### src/rtl/lcsw_pkg.sv
// Shared constants, types and helpers for the load cell step weigher.
`default_nettype none

package lcsw_pkg;

   // Sample and filter geometry
   localparam int SAMPLE_W    = 24;
   localparam logic [SAMPLE_W-1:0] SIGN_FLIP = 24'h800000;
   localparam int FILTER_TAPS = 16;
   localparam int TAP_PTR_W   = $clog2(FILTER_TAPS);
   localparam int TAP_SUM_W   = SAMPLE_W + TAP_PTR_W;

   // Capture length default (top-level parameter default)
   localparam int CAPTURE_SAMPLES = 10;

   // Weight arithmetic
   localparam int GAIN_W     = 24;
   localparam int OFFSET_W   = 25;
   localparam int WEIGHT_W   = 32;
   localparam int GAIN_SHIFT = 16;
   localparam int PRODUCT_W  = GAIN_W + SAMPLE_W;
   localparam int SCALED_W   = PRODUCT_W - GAIN_SHIFT;
   localparam logic [WEIGHT_W-1:0] WEIGHT_MAX = 32'h7FFF_FFFF;

   // Register file
   localparam int CSR_INDEX_W = 2;
   localparam int CSR_DATA_W  = 25;
   localparam logic [CSR_INDEX_W-1:0] CSR_STEP_THRESHOLD = 2'd0;
   localparam logic [CSR_INDEX_W-1:0] CSR_WEIGHT_GAIN    = 2'd1;
   localparam logic [CSR_INDEX_W-1:0] CSR_WEIGHT_OFFSET  = 2'd2;

   localparam logic [SAMPLE_W-1:0] THRESHOLD_RESET = 24'd8000;
   localparam logic [GAIN_W-1:0]   GAIN_RESET      = 24'd1335970;
   // -700.3 * 256 in two's complement
   localparam logic [OFFSET_W-1:0] OFFSET_RESET    = 25'h1FD43B3;

   // What travels with a request down the pipeline
   typedef struct packed {
      logic                weighed;
      logic [SAMPLE_W-1:0] filtered;
      logic [SAMPLE_W-1:0] change;
      logic [SAMPLE_W-1:0] baseline;
   } lcsw_info_type;

   function automatic logic [SAMPLE_W-1:0] abs_diff(input logic [SAMPLE_W-1:0] a,
                                                    input logic [SAMPLE_W-1:0] b);
      logic [SAMPLE_W-1:0] d;
      if (a >= b) begin
         d = a - b;
      end else begin
         d = b - a;
      end
      return d;
   endfunction

endpackage

`default_nettype wire

### src/rtl/lcsw_filter.sv
// Moving average filter, step trigger and capture accumulator (first stage).
`default_nettype none

module lcsw_filter #(
   parameter int  CAPTURE_SAMPLES = lcsw_pkg::CAPTURE_SAMPLES,
   localparam int CAP_LEFT_W      = $clog2(CAPTURE_SAMPLES + 1),
   localparam int CAP_SUM_W       = lcsw_pkg::SAMPLE_W + CAP_LEFT_W
) (
   input  wire logic                            clock,
   input  wire logic                            reset,
   input  wire logic                            advance,
   input  wire logic                            accept,
   input  wire logic [lcsw_pkg::SAMPLE_W-1:0]   raw_sample,
   input  wire logic [lcsw_pkg::SAMPLE_W-1:0]   step_threshold,
   output logic                                 s1_valid,
   output lcsw_pkg::lcsw_info_type              s1_info,
   output logic [CAP_SUM_W-1:0]                 s1_total
);

   localparam int SW = lcsw_pkg::SAMPLE_W;
   localparam int TW = lcsw_pkg::TAP_SUM_W;
   localparam int PW = lcsw_pkg::TAP_PTR_W;

   logic [SW-1:0]         tap_ff [lcsw_pkg::FILTER_TAPS];
   logic [PW-1:0]         ptr_ff;
   logic [TW-1:0]         tap_sum_ff;
   logic [TW-1:0]         tap_sum_in;
   logic [SW-1:0]         last_avg_ff;
   logic [CAP_LEFT_W-1:0] cap_left_ff;
   logic [CAP_SUM_W-1:0]  cap_sum_ff;
   logic [SW-1:0]         baseline_ff;
   logic [SW-1:0]         held_avg_ff;
   logic [SW-1:0]         held_change_ff;

   logic                  s1_valid_ff;
   lcsw_pkg::lcsw_info_type s1_info_ff;
   logic [CAP_SUM_W-1:0]  s1_total_ff;

   logic [SW-1:0]         sample;
   logic                  capturing;
   logic                  cap_last;
   logic [CAP_SUM_W-1:0]  cap_total;
   logic [SW-1:0]         diff;
   logic [SW-1:0]         avg;
   logic                  trigger;

   // Per-request datapath
   always_comb begin
      sample     = raw_sample ^ lcsw_pkg::SIGN_FLIP;
      capturing  = (cap_left_ff != '0);
      cap_last   = (cap_left_ff == CAP_LEFT_W'(1));
      cap_total  = cap_sum_ff + CAP_SUM_W'(sample);
      diff       = lcsw_pkg::abs_diff(sample, last_avg_ff);
      tap_sum_in = tap_sum_ff - TW'(tap_ff[ptr_ff]) + TW'(sample);
      avg        = tap_sum_in[TW-1 -: SW];
      trigger    = (diff > step_threshold);
   end

   // Filter and capture state
   always_ff @(posedge clock) begin
      if (reset) begin
         for (int i = 0; i < lcsw_pkg::FILTER_TAPS; i++) begin
            tap_ff[i] <= '0;
         end
         ptr_ff         <= '0;
         tap_sum_ff     <= '0;
         last_avg_ff    <= '0;
         cap_left_ff    <= '0;
         cap_sum_ff     <= '0;
         baseline_ff    <= '0;
         held_avg_ff    <= '0;
         held_change_ff <= '0;
      end else if (accept) begin
         if (capturing) begin
            cap_left_ff <= cap_left_ff - CAP_LEFT_W'(1);
            cap_sum_ff  <= cap_last ? '0 : cap_total;
         end else begin
            tap_ff[ptr_ff] <= sample;
            ptr_ff         <= ptr_ff + PW'(1);
            tap_sum_ff     <= tap_sum_in;
            last_avg_ff    <= avg;
            if (trigger) begin
               baseline_ff    <= last_avg_ff;
               held_avg_ff    <= avg;
               held_change_ff <= diff;
               cap_left_ff    <= CAP_LEFT_W'(CAPTURE_SAMPLES);
               cap_sum_ff     <= '0;
            end
         end
      end
   end

   // Stage 1 valid: trigger and mid-capture requests give no response
   always_ff @(posedge clock) begin
      if (reset) begin
         s1_valid_ff <= 1'b0;
      end else if (advance) begin
         s1_valid_ff <= accept && (capturing ? cap_last : !trigger);
      end
   end

   // Stage 1 payload
   always_ff @(posedge clock) begin
      if (advance) begin
         if (capturing) begin
            s1_info_ff.weighed  <= 1'b1;
            s1_info_ff.filtered <= held_avg_ff;
            s1_info_ff.change   <= held_change_ff;
            s1_info_ff.baseline <= baseline_ff;
         end else begin
            s1_info_ff.weighed  <= 1'b0;
            s1_info_ff.filtered <= avg;
            s1_info_ff.change   <= diff;
            s1_info_ff.baseline <= '0;
         end
         s1_total_ff <= cap_total;
      end
   end

   assign s1_valid = s1_valid_ff;
   assign s1_info  = s1_info_ff;
   assign s1_total = s1_total_ff;

endmodule

`default_nettype wire

### src/rtl/lcsw_mean.sv
// Capture mean: divide by the capture length with a split reciprocal multiply.
`default_nettype none

module lcsw_mean #(
   parameter int  CAPTURE_SAMPLES = lcsw_pkg::CAPTURE_SAMPLES,
   localparam int CAP_SUM_W       = lcsw_pkg::SAMPLE_W + $clog2(CAPTURE_SAMPLES + 1)
) (
   input  wire logic                          clock,
   input  wire logic                          reset,
   input  wire logic                          advance,
   input  wire logic                          s1_valid,
   input  wire lcsw_pkg::lcsw_info_type       s1_info,
   input  wire logic [CAP_SUM_W-1:0]          s1_total,
   output logic                               s3_valid,
   output lcsw_pkg::lcsw_info_type            s3_info,
   output logic [lcsw_pkg::SAMPLE_W-1:0]      s3_mean
);

   // floor(x / N) = (x * ceil(2^K / N)) >> K, exact for x below 2^CAP_SUM_W
   localparam int DIV_L      = $clog2(CAPTURE_SAMPLES);
   localparam int DIV_K      = CAP_SUM_W + DIV_L;
   localparam int RECIP_W    = DIV_K + 1;
   localparam int RECIP_LO_W = (RECIP_W + 1) / 2;
   localparam int RECIP_HI_W = RECIP_W - RECIP_LO_W;
   localparam logic [63:0] RECIP =
      ((64'd1 << DIV_K) + 64'(CAPTURE_SAMPLES) - 64'd1) / 64'(CAPTURE_SAMPLES);
   localparam logic [RECIP_LO_W-1:0] RECIP_LO = RECIP[RECIP_LO_W-1:0];
   localparam logic [RECIP_HI_W-1:0] RECIP_HI = RECIP[RECIP_W-1:RECIP_LO_W];
   localparam int PROD_LO_W  = CAP_SUM_W + RECIP_LO_W;
   localparam int PROD_HI_W  = CAP_SUM_W + RECIP_HI_W;
   localparam int FULL_W     = CAP_SUM_W + RECIP_W;

   logic                    s2_valid_ff;
   lcsw_pkg::lcsw_info_type s2_info_ff;
   logic [PROD_LO_W-1:0]    prod_lo_ff;
   logic [PROD_HI_W-1:0]    prod_hi_ff;

   logic                    s3_valid_ff;
   lcsw_pkg::lcsw_info_type s3_info_ff;
   logic [lcsw_pkg::SAMPLE_W-1:0] s3_mean_ff;

   logic [FULL_W-1:0]       full;

   // Recombine the partial products
   always_comb begin
      full = (FULL_W'(prod_hi_ff) << RECIP_LO_W) + FULL_W'(prod_lo_ff);
   end

   always_ff @(posedge clock) begin
      if (reset) begin
         s2_valid_ff <= 1'b0;
         s3_valid_ff <= 1'b0;
      end else if (advance) begin
         s2_valid_ff <= s1_valid;
         s3_valid_ff <= s2_valid_ff;
      end
   end

   // Stage 2: partial products; stage 3: quotient
   always_ff @(posedge clock) begin
      if (advance) begin
         s2_info_ff <= s1_info;
         prod_lo_ff <= PROD_LO_W'(s1_total) * PROD_LO_W'(RECIP_LO);
         prod_hi_ff <= PROD_HI_W'(s1_total) * PROD_HI_W'(RECIP_HI);
         s3_info_ff <= s2_info_ff;
         s3_mean_ff <= full[DIV_K +: lcsw_pkg::SAMPLE_W];
      end
   end

   assign s3_valid = s3_valid_ff;
   assign s3_info  = s3_info_ff;
   assign s3_mean  = s3_mean_ff;

endmodule

`default_nettype wire

### src/rtl/lcsw_scale.sv
// Step size, gain multiply, offset add with saturation, and the response register.
`default_nettype none

module lcsw_scale (
   input  wire logic                              clock,
   input  wire logic                              reset,
   input  wire logic                              advance,
   input  wire logic                              s3_valid,
   input  wire lcsw_pkg::lcsw_info_type           s3_info,
   input  wire logic [lcsw_pkg::SAMPLE_W-1:0]     s3_mean,
   input  wire logic [lcsw_pkg::GAIN_W-1:0]       weight_gain,
   input  wire logic [lcsw_pkg::OFFSET_W-1:0]     weight_offset,
   output logic                                   out_valid,
   output logic [lcsw_pkg::SAMPLE_W-1:0]          out_filtered,
   output logic [lcsw_pkg::SAMPLE_W-1:0]          out_change,
   output logic                                   out_weighed,
   output logic [lcsw_pkg::SAMPLE_W-1:0]          out_step_size,
   output logic [lcsw_pkg::WEIGHT_W-1:0]          out_weight
);

   localparam int SW     = lcsw_pkg::SAMPLE_W;
   localparam int CW     = lcsw_pkg::SCALED_W;
   localparam int WW     = lcsw_pkg::WEIGHT_W;
   localparam int TOTAL_W = CW + 2;

   logic                    s4_valid_ff;
   lcsw_pkg::lcsw_info_type s4_info_ff;
   logic [SW-1:0]           s4_step_ff;

   logic                    s5_valid_ff;
   lcsw_pkg::lcsw_info_type s5_info_ff;
   logic [SW-1:0]           s5_step_ff;
   logic [CW-1:0]           s5_scaled_ff;

   logic                    s6_valid_ff;
   lcsw_pkg::lcsw_info_type s6_info_ff;
   logic [SW-1:0]           s6_step_ff;
   logic [WW-1:0]           s6_weight_ff;

   logic [lcsw_pkg::PRODUCT_W-1:0] product;
   logic signed [TOTAL_W-1:0]      total;
   logic [WW-1:0]                  weight_sat;

   // Gain product and offset sum
   always_comb begin
      product = lcsw_pkg::PRODUCT_W'(weight_gain) * lcsw_pkg::PRODUCT_W'(s4_step_ff);
      total   = signed'({2'b00, s5_scaled_ff})
              + TOTAL_W'(signed'(weight_offset));
      // The sum never drops below the most negative offset, so only the top clips
      if (!total[TOTAL_W-1] && (total[TOTAL_W-2:WW-1] != '0)) begin
         weight_sat = lcsw_pkg::WEIGHT_MAX;
      end else begin
         weight_sat = total[WW-1:0];
      end
   end

   always_ff @(posedge clock) begin
      if (reset) begin
         s4_valid_ff <= 1'b0;
         s5_valid_ff <= 1'b0;
         s6_valid_ff <= 1'b0;
      end else if (advance) begin
         s4_valid_ff <= s3_valid;
         s5_valid_ff <= s4_valid_ff;
         s6_valid_ff <= s5_valid_ff;
      end
   end

   // Stage 4: step size; stage 5: scaled gain; stage 6: response register
   always_ff @(posedge clock) begin
      if (advance) begin
         s4_info_ff   <= s3_info;
         s4_step_ff   <= s3_info.weighed ? lcsw_pkg::abs_diff(s3_mean, s3_info.baseline) : '0;
         s5_info_ff   <= s4_info_ff;
         s5_step_ff   <= s4_step_ff;
         s5_scaled_ff <= product[lcsw_pkg::PRODUCT_W-1:lcsw_pkg::GAIN_SHIFT];
         s6_info_ff   <= s5_info_ff;
         s6_step_ff   <= s5_step_ff;
         s6_weight_ff <= s5_info_ff.weighed ? weight_sat : '0;
      end
   end

   assign out_valid     = s6_valid_ff;
   assign out_filtered  = s6_info_ff.filtered;
   assign out_change    = s6_info_ff.change;
   assign out_weighed   = s6_info_ff.weighed;
   assign out_step_size = s6_step_ff;
   assign out_weight    = s6_weight_ff;

endmodule

`default_nettype wire

### src/rtl/load_cell_step_weigher.sv
// Load cell step weigher top level: registers, pipeline control and stage wiring.
//
// Requests carry one raw 24-bit converter word on req_raw_sample (req_valid /
// req_ready). Responses leave on the rsp_ channel (rsp_valid / rsp_ready) with
// the filtered average, the change, a weighed flag, the step size and the
// weight in 1/256 units. A request that crosses the step threshold gives no
// response; it starts a capture of the next CAPTURE_SAMPLES requests, of which
// only the last gives a response, the weighed one.
// An accepted request reaches rsp_valid through the stage 1 to 6 registers.
// One request is accepted every cycle while the response side keeps taking
// results; the six-stage pipeline (filter, two-part reciprocal divide, step,
// gain multiply, offset) moves as a whole.
// When rsp_valid is high and rsp_ready is low the whole pipeline holds and
// req_ready drops, so no response is lost.
// Reset clears the filter taps, the running sums, the capture state and all
// stage valid bits, and loads the register defaults (threshold 8000, gain
// 0.07963 in Q0.24, offset -700.3 in 1/256 units).
// csr_write_enable writes csr_write_data to the register at csr_index at once;
// index 0 is the step threshold, 1 the gain, 2 the offset, 3 is ignored.
`default_nettype none

module load_cell_step_weigher #(
   parameter int  CAPTURE_SAMPLES = lcsw_pkg::CAPTURE_SAMPLES,
   localparam int CAP_SUM_W       = lcsw_pkg::SAMPLE_W + $clog2(CAPTURE_SAMPLES + 1)
) (
   input  wire logic                                clock,
   input  wire logic                                reset,
   input  wire logic                                req_valid,
   output logic                                     req_ready,
   input  wire logic [lcsw_pkg::SAMPLE_W-1:0]       req_raw_sample,
   output logic                                     rsp_valid,
   input  wire logic                                rsp_ready,
   output logic [lcsw_pkg::SAMPLE_W-1:0]            rsp_filtered,
   output logic [lcsw_pkg::SAMPLE_W-1:0]            rsp_change,
   output logic                                     rsp_weighed,
   output logic [lcsw_pkg::SAMPLE_W-1:0]            rsp_step_size,
   output logic signed [lcsw_pkg::WEIGHT_W-1:0]     rsp_weight,
   input  wire logic                                csr_write_enable,
   input  wire logic [lcsw_pkg::CSR_INDEX_W-1:0]    csr_index,
   input  wire logic [lcsw_pkg::CSR_DATA_W-1:0]     csr_write_data
);

   logic [lcsw_pkg::SAMPLE_W-1:0] threshold_ff;
   logic [lcsw_pkg::GAIN_W-1:0]   gain_ff;
   logic [lcsw_pkg::OFFSET_W-1:0] offset_ff;

   logic                          advance;
   logic                          accept;

   logic                          s1_valid;
   lcsw_pkg::lcsw_info_type       s1_info;
   logic [CAP_SUM_W-1:0]          s1_total;
   logic                          s3_valid;
   lcsw_pkg::lcsw_info_type       s3_info;
   logic [lcsw_pkg::SAMPLE_W-1:0] s3_mean;
   logic [lcsw_pkg::WEIGHT_W-1:0] weight;

   // Pipeline moves unless a finished response is waiting
   assign advance   = !rsp_valid || rsp_ready;
   assign req_ready = advance;
   assign accept    = req_valid && advance;

   // Configuration registers
   always_ff @(posedge clock) begin
      if (reset) begin
         threshold_ff <= lcsw_pkg::THRESHOLD_RESET;
         gain_ff      <= lcsw_pkg::GAIN_RESET;
         offset_ff    <= lcsw_pkg::OFFSET_RESET;
      end else if (csr_write_enable) begin
         unique case (csr_index)
            lcsw_pkg::CSR_STEP_THRESHOLD: begin
               threshold_ff <= csr_write_data[lcsw_pkg::SAMPLE_W-1:0];
            end
            lcsw_pkg::CSR_WEIGHT_GAIN: begin
               gain_ff <= csr_write_data[lcsw_pkg::GAIN_W-1:0];
            end
            lcsw_pkg::CSR_WEIGHT_OFFSET: begin
               offset_ff <= csr_write_data[lcsw_pkg::OFFSET_W-1:0];
            end
            default: begin
            end
         endcase
      end
   end

   lcsw_filter #(
      .CAPTURE_SAMPLES (CAPTURE_SAMPLES)
   ) u_filter (
      .clock          (clock),
      .reset          (reset),
      .advance        (advance),
      .accept         (accept),
      .raw_sample     (req_raw_sample),
      .step_threshold (threshold_ff),
      .s1_valid       (s1_valid),
      .s1_info        (s1_info),
      .s1_total       (s1_total)
   );

   lcsw_mean #(
      .CAPTURE_SAMPLES (CAPTURE_SAMPLES)
   ) u_mean (
      .clock    (clock),
      .reset    (reset),
      .advance  (advance),
      .s1_valid (s1_valid),
      .s1_info  (s1_info),
      .s1_total (s1_total),
      .s3_valid (s3_valid),
      .s3_info  (s3_info),
      .s3_mean  (s3_mean)
   );

   lcsw_scale u_scale (
      .clock         (clock),
      .reset         (reset),
      .advance       (advance),
      .s3_valid      (s3_valid),
      .s3_info       (s3_info),
      .s3_mean       (s3_mean),
      .weight_gain   (gain_ff),
      .weight_offset (offset_ff),
      .out_valid     (rsp_valid),
      .out_filtered  (rsp_filtered),
      .out_change    (rsp_change),
      .out_weighed   (rsp_weighed),
      .out_step_size (rsp_step_size),
      .out_weight    (weight)
   );

   assign rsp_weight = signed'(weight);

endmodule

`default_nettype wire

### config.mk
export PLATFORM = sky130hd
export DESIGN_NAME = load_cell_step_weigher
export DESIGN_NICKNAME = d
export VERILOG_FILES = /design/src/rtl/lcsw_pkg.sv /design/src/rtl/lcsw_filter.sv /design/src/rtl/lcsw_mean.sv /design/src/rtl/lcsw_scale.sv /design/src/rtl/load_cell_step_weigher.sv
export SDC_FILE = /design/constraint.sdc
export NUM_CORES = 2
export LEC_CHECK = 0
export ABC_AREA = 1
export BUFFER_PORTS_ARGS = -buffer_cell sky130_fd_sc_hd__buf_2
export CELL_PAD_IN_SITES_DETAIL_PLACEMENT = 1
export CELL_PAD_IN_SITES_GLOBAL_PLACEMENT = 1
export CORE_AREA = 2 2 479 481
export DETAILED_ROUTE_END_ITERATION = 16
export DIE_AREA = 0 0 481 483
export GPL_TIMING_DRIVEN = 0
export HOLD_SLACK_MARGIN = 0.05
export PLACE_DENSITY_LB_ADDON = 0.08
export SLEW_MARGIN = 5
export SYNTH_ARGS = -nofsm -noshare
export SYNTH_HDL_FRONTEND = slang
export SYNTH_SLANG_ARGS = --single-unit
### constraint.sdc
create_clock -name clock -period 12.05 [get_ports clock]
set_input_delay 1.205 -clock clock [delete_from_list [all_inputs] [get_ports clock]]
set_output_delay 1.205 -clock clock [all_outputs]
set_load 0.01 [all_outputs]
Yosys cells after proc, flatten, opt, wreduce, memory -nomap -nowiden:

Memories as Yosys holds them, arrays and structs flattened. A register that Yosys moved wholly into a read port is not among the register bits.
Index checks and enable logic that the tools add are counted.

* bits in registers: 874
* latch bits: 0
* bits in writable memories: 384
* ROM bits: 0
* bits of input ports: 56
* logic and storage cells: 112
* memories: 1

* $add $sub $neg: 11
* multipliers: 3
* divide/modulo/power cells: 0
* magnitude comparators: 3
* equality and inequality tests: 3
* shift-type cells: 0
* mux-type cells: 21
* bitwise operators: 3
* reductions and logical operators: 19

Memory list
* u_filter.tap_ff: depth 16, bits a word 24, read ports 1, clocked after Yosys merged registers in 1, wr ports 16, line lcsw_filter.sv:24 `logic [SW-1:0] tap_ff [lcsw_pkg::FILTER_TAPS];`

Operator list (number)
* 24-bit subtractor: 4
* 28-bit two-way mux: 3
* 73-bit two-way mux: 1
* 24-bit two-way mux: 3
* 28-bit by 24-bit adder with 28-bit output: 2
* 56-bit by 45-bit adder with 56-bit output: 1
* 24-bit greater-or-equal comparator: 2
* 24-bit by 24-bit multiplier with 48-bit output: 1
* 28-bit by 16-bit multiplier with 44-bit output, second input constant: 1
* 28-bit by 10-bit multiplier with 37-bit output, second input constant: 1
* 33-bit by 25-bit adder with 34-bit output: 1
* 31-bit two-way mux: 1
* 28-bit by 24-bit subtractor with 28-bit output: 1
* 24-bit greater-than comparator: 1
* 24-bit OR reduction: 1
* 4-bit two-way mux: 5
* 2-bit AND reduction: 5
* 1-bit two-way mux: 8
* 4-bit by 1-bit adder with 4-bit output, second input constant: 1
* 4-bit by 1-bit == test with 1-bit output, second input constant: 1
* 2-bit nonzero test: 2
* 4-bit nonzero test: 1
* 4-bit by 1-bit subtractor with 4-bit output, second input constant: 1
* 1-bit logical AND: 3
* 8 further kinds: 12

Depth between registers and ports, before layout:

* depth after elaboration: 8
* mapped depth: 31

By module:

Synthesis repeated with hierarchy kept, for this count alone.

* cell total of the unflattened synthesis: 10864
* area, all modules: 93039.2 um2

By module, submodules not included
* lcsw_filter: times used 1, cells an instance 4265, area an instance 35235.0 um2, seq. area each 17386.7 um2
* lcsw_scale: times used 1, cells an instance 3971, area an instance 33814.9 um2, seq. area each 8558.2 um2
* lcsw_mean: times used 1, cells an instance 2210, area an instance 21055.2 um2, seq. area each 7036.7 um2
* load_cell_step_weigher: times used 1, cells an instance 418, area an instance 2934.1 um2, seq. area each 1461.4 um2

Least setup slack after synthesis:

Ideal clock, no wire load.

* kind: input-to-reg
* from: in rsp_ready
* to: mem u_filter.tap_ff[0][0] (netlist bit), enable pin
* setup time: 381 ps
* arrival time: 10549 ps
* path slack: 1120 ps
* stages: 11
* cell sequence: or2_1 buf_2 nand2_2 nor2_4 inv_2 nor2_4 inv_2 nor2_4 nand2_2 buf_2 nand2_1

RTL lines
* start: declaration: line load_cell_step_weigher.sv:32 `input wire logic rsp_ready,`
* end: declaration: line lcsw_filter.sv:24

Worst setup path in the final report:

* from: reg gain_ff[7] (netlist bit)
* to: reg u_scale.s5_scaled_ff[6], data pin

* longest elaborated chain between the ends: 1

Ends and longest elaborated chain
* start: declaration: line load_cell_step_weigher.sv:44 `logic [lcsw_pkg::GAIN_W-1:0] gain_ff;`
* start signal: assignment: line load_cell_step_weigher.sv:67 `gain_ff <= lcsw_pkg::GAIN_RESET;`
* start signal: assignment: line load_cell_step_weigher.sv:75 `gain_ff <= csr_write_data[lcsw_pkg::GAIN_W-1:0];`
* 24-bit by 24-bit multiplier with 48-bit output: line lcsw_scale.sv:46 `product = lcsw_pkg::PRODUCT_W'(weight_gain) * lcsw_pkg::PRODUCT_W'(s4_step_ff);`
* net u_scale.product, one bit: line lcsw_scale.sv:40 `logic [lcsw_pkg::PRODUCT_W-1:0] product;`
* end signal: assignment: line lcsw_scale.sv:76 `s5_scaled_ff <= product[lcsw_pkg::PRODUCT_W-1:lcsw_pkg::GAIN_SHIFT];`
* end: declaration: line lcsw_scale.sv:33 `logic [CW-1:0] s5_scaled_ff;`

The timed path passes the listed nets, and every way through them passes these cells.
A chain may end at the register's enable or synchronous reset.

==> flow_metrics.tcl <==
set metrics [dict create \
    status "complete, no violations" \
    multi_input_area_um2 47040 \
    crit_type "reg2reg" \
    hold_violations 0 \
    slew_headroom 0.04111 \
    syn_inst 10140 \
    vias 71290 \
    async_reset_ff_frac 0 \
    cts_root_buf "clkbuf_16" \
    finalCritPeriodShare 0.6829 \
    wirelength_um 340100 \
    cts_tree "yes" \
    port_buffers 160 \
    seq_area_um2 34440 \
    fin_area_um2 100000 \
    cts_setup_buffers 0 \
    synthToLayoutAreaGrowth_pct 10.57 \
    synth-edff-count 1001 \
    cts.path.max_buffers 3 \
    fmax_ghz 0.1215 \
    htree_levels 4 \
    antenna_found_initial 17 \
    ys_types 62 \
    syn-cell-area_um2 90440 \
    dp_hpwl_um 279100 \
    die_x_um 481 \
    syn-num-nets 11540 \
    clkTransAtPathRegs_ns 0.06 \
    worst_ep_required_time_ns 12.58 \
    worstPathMaxFanout 10 \
    via_per_inst 5.250 \
    setup_viol 0 \
    cts_resized 0 \
    layout_commonest_cell "nand2_1" \
    ys.flop_type "edfxtp_1" \
    layout_common_cells "nand2_1, inv_1, edfxtp_1, nor2_1, fa_1" \
    netlist.area_leader.share 0.3323 \
    row_count 175 \
    grt_pass1_vias 75640 \
    gr-usage-all-layers 0.2928 \
    grt_pass1_wl_um 501100 \
    min_period_ns 8.229 \
    tightestPinTransition_ns 1.438 \
    drtPass1Iterations 5 \
    drc 0 \
    hold_path_class "reg2reg" \
    nNetsFinal 11850 \
    synth_largest_area_cell "edfxtp_1" \
    ys_seq_area_frac 0.3808 \
    cts_buffers 142 \
    core_area_um2 226800 \
    postPlaceCellArea_um2 95210 \
    io_pins 163 \
    yosys_warnings 0 \
    n_fill_cell 26540 \
    die_area_um2 232300 \
    ys_top_cells_by_area "edfxtp_1, fa_1, nand2_1, ha_1, inv_1" \
    antenna_left 0 \
    critPathLaunchType "register" \
    arrival_ns 8.76 \
    drtIter0Drc 4820 \
    synth_seq_cells 1220 \
    grt_max_degree 116 \
    drive_above_1_share 0.05592 \
    cap_violations 0 \
    final-max-slew-violation-count 0 \
    syn_avg_cell_area_um2 8.920 \
    place_congestion 0.9454 \
    clk_latency_ns 0.83 \
    tns_ns 0 \
    cts_hold_buf 0 \
    rsz0062_at_grt "false" \
    initial_utilization 0.3987 \
    dieHeight_um 483 \
    clock_skew_ns 0.07633 \
    cp-end-kind "register" \
    cts_sinks 1220 \
    overflow 0 \
    wl_per_cell_um 25.05 \
]
-- cell type report --
class	instances	share of cell area
Clock inverter	71	0.009296
Multi-Input combinational cell	6575	0.4704
Tap cell	3009	0.03765
Antenna cell	3	0.00007507
Timing Repair Buffer	166	0.009659
Sequential cell	1220	0.3444
Inverter	2002	0.07514
Clock buffer	191	0.03854
Buffer	343	0.01488
-- synthesized netlist by cell type, drive strengths merged, types with 2 or more instances --
library cell  instances
ha                  615
nor2                966
nand3               286
dfxtp               219
buf                 101
nand3b               11
fa                  725
and3                 10
o21ai               501
nor3b                 2
mux2i                96
o21bai               53
o211ai              117
nor3                 61
xnor2                59
nand4                60
nor4                 14
a21oi               620
nand2              2094
o22ai                 2
clkbuf              241
clkinv               26
o221ai                3
a21boi               18
o21a                 24
inv                1976
a31oi                29
a21o                 31
o311ai                3
xor2                140
or2                  11
edfxtp             1001
and2                 15
o31ai                 4
-- per-stage QoR --
stage          worst slack, ns    util  std cells  hold slack, ns
6_report                 3.821  0.4409      13580          0.3836
5_1_grt                  3.504  0.4408      13580          0.3856
4_1_cts                  3.931  0.4408      13580          0.3823
3_5_place_dp             4.080  0.4197      13320          0.4051
3_3_place_gp            -3.699  0.4188      13310          0.4010
2_1_floorplan            1.120       -      10140          0.4003
-- per-layer routing --
metal	global-route usage	part of all wire	vias to the layer above
met2	0.4756	0.46	1636
met1	0.4027	0.45	36430
met3	0.03557	0.045	440
met5	0	0.000059	-
met4	0.1021	0.038	2
li1	-	-	32790
-- critical path: stages, from the launching register on --
cell and delay (ns):
dfxtp_1 0.31, clkbuf_1 0.83, clkbuf_1 0.91, nand2_1 0.15
inv_1 0.13, fa_1 0.43, inv_1 0.09, fa_1 0.40
inv_1 0.10, fa_1 0.45, fa_1 0.62, fa_1 0.47
fa_1 0.52, inv_1 0.05, fa_1 0.48, inv_1 0.05
ha_1 0.39, nand2_1 0.13, nor2_1 0.19, inv_1 0.09
nor2_1 0.13, inv_1 0.08, nor4_1 0.29, a21oi_1 0.14
xnor2_1 0.48
-- path summary, 6_finish.rpt --
check,to,slack [ns],from,cells past startpoint
setup / recovery,u_scale.s5_scaled_ff[6],3.82,gain_ff[7],24
setup reg to reg,u_scale.s5_scaled_ff[6],3.82,gain_ff[7],24
hold reg to reg,u_mean.s2_info_ff[3],0.38,u_filter.s1_info[3],0
hold / removal,u_mean.s2_info_ff[3],0.38,u_filter.s1_info[3],0
-- logic make-up after synthesis --
family | synth area share
buffers and inverters | 0.09933
AO/OA/AOI/OAI | 0.08718
multiplexers | 0.01062
flip-flops | 0.3808
adder cells (fa/ha/maj) | 0.2456
AND/OR/NAND/NOR | 0.1572
XOR/XNOR | 0.01927
-- registers in the layout, indices dropped and copies added, names as in the netlist, 27 cells and up, named ones only --
register and count:
u_mean.prod_hi_ff 36, u_mean.prod_lo_ff 27, u_scale.s5_info_ff 49, u_filter.s1_info 73
u_scale.s5_scaled_ff 32, u_mean.s3_info 73, u_filter.cap_sum_ff 28, u_filter.tap_ff 384
u_scale.s4_info_ff 49, u_scale.out_weight 32, u_mean.s2_info_ff 73, u_filter.s1_total 28
Power is left out: the tool's default activity adds up to more than one toggle a clock period on the data nets, which glitch-free logic cannot reach.
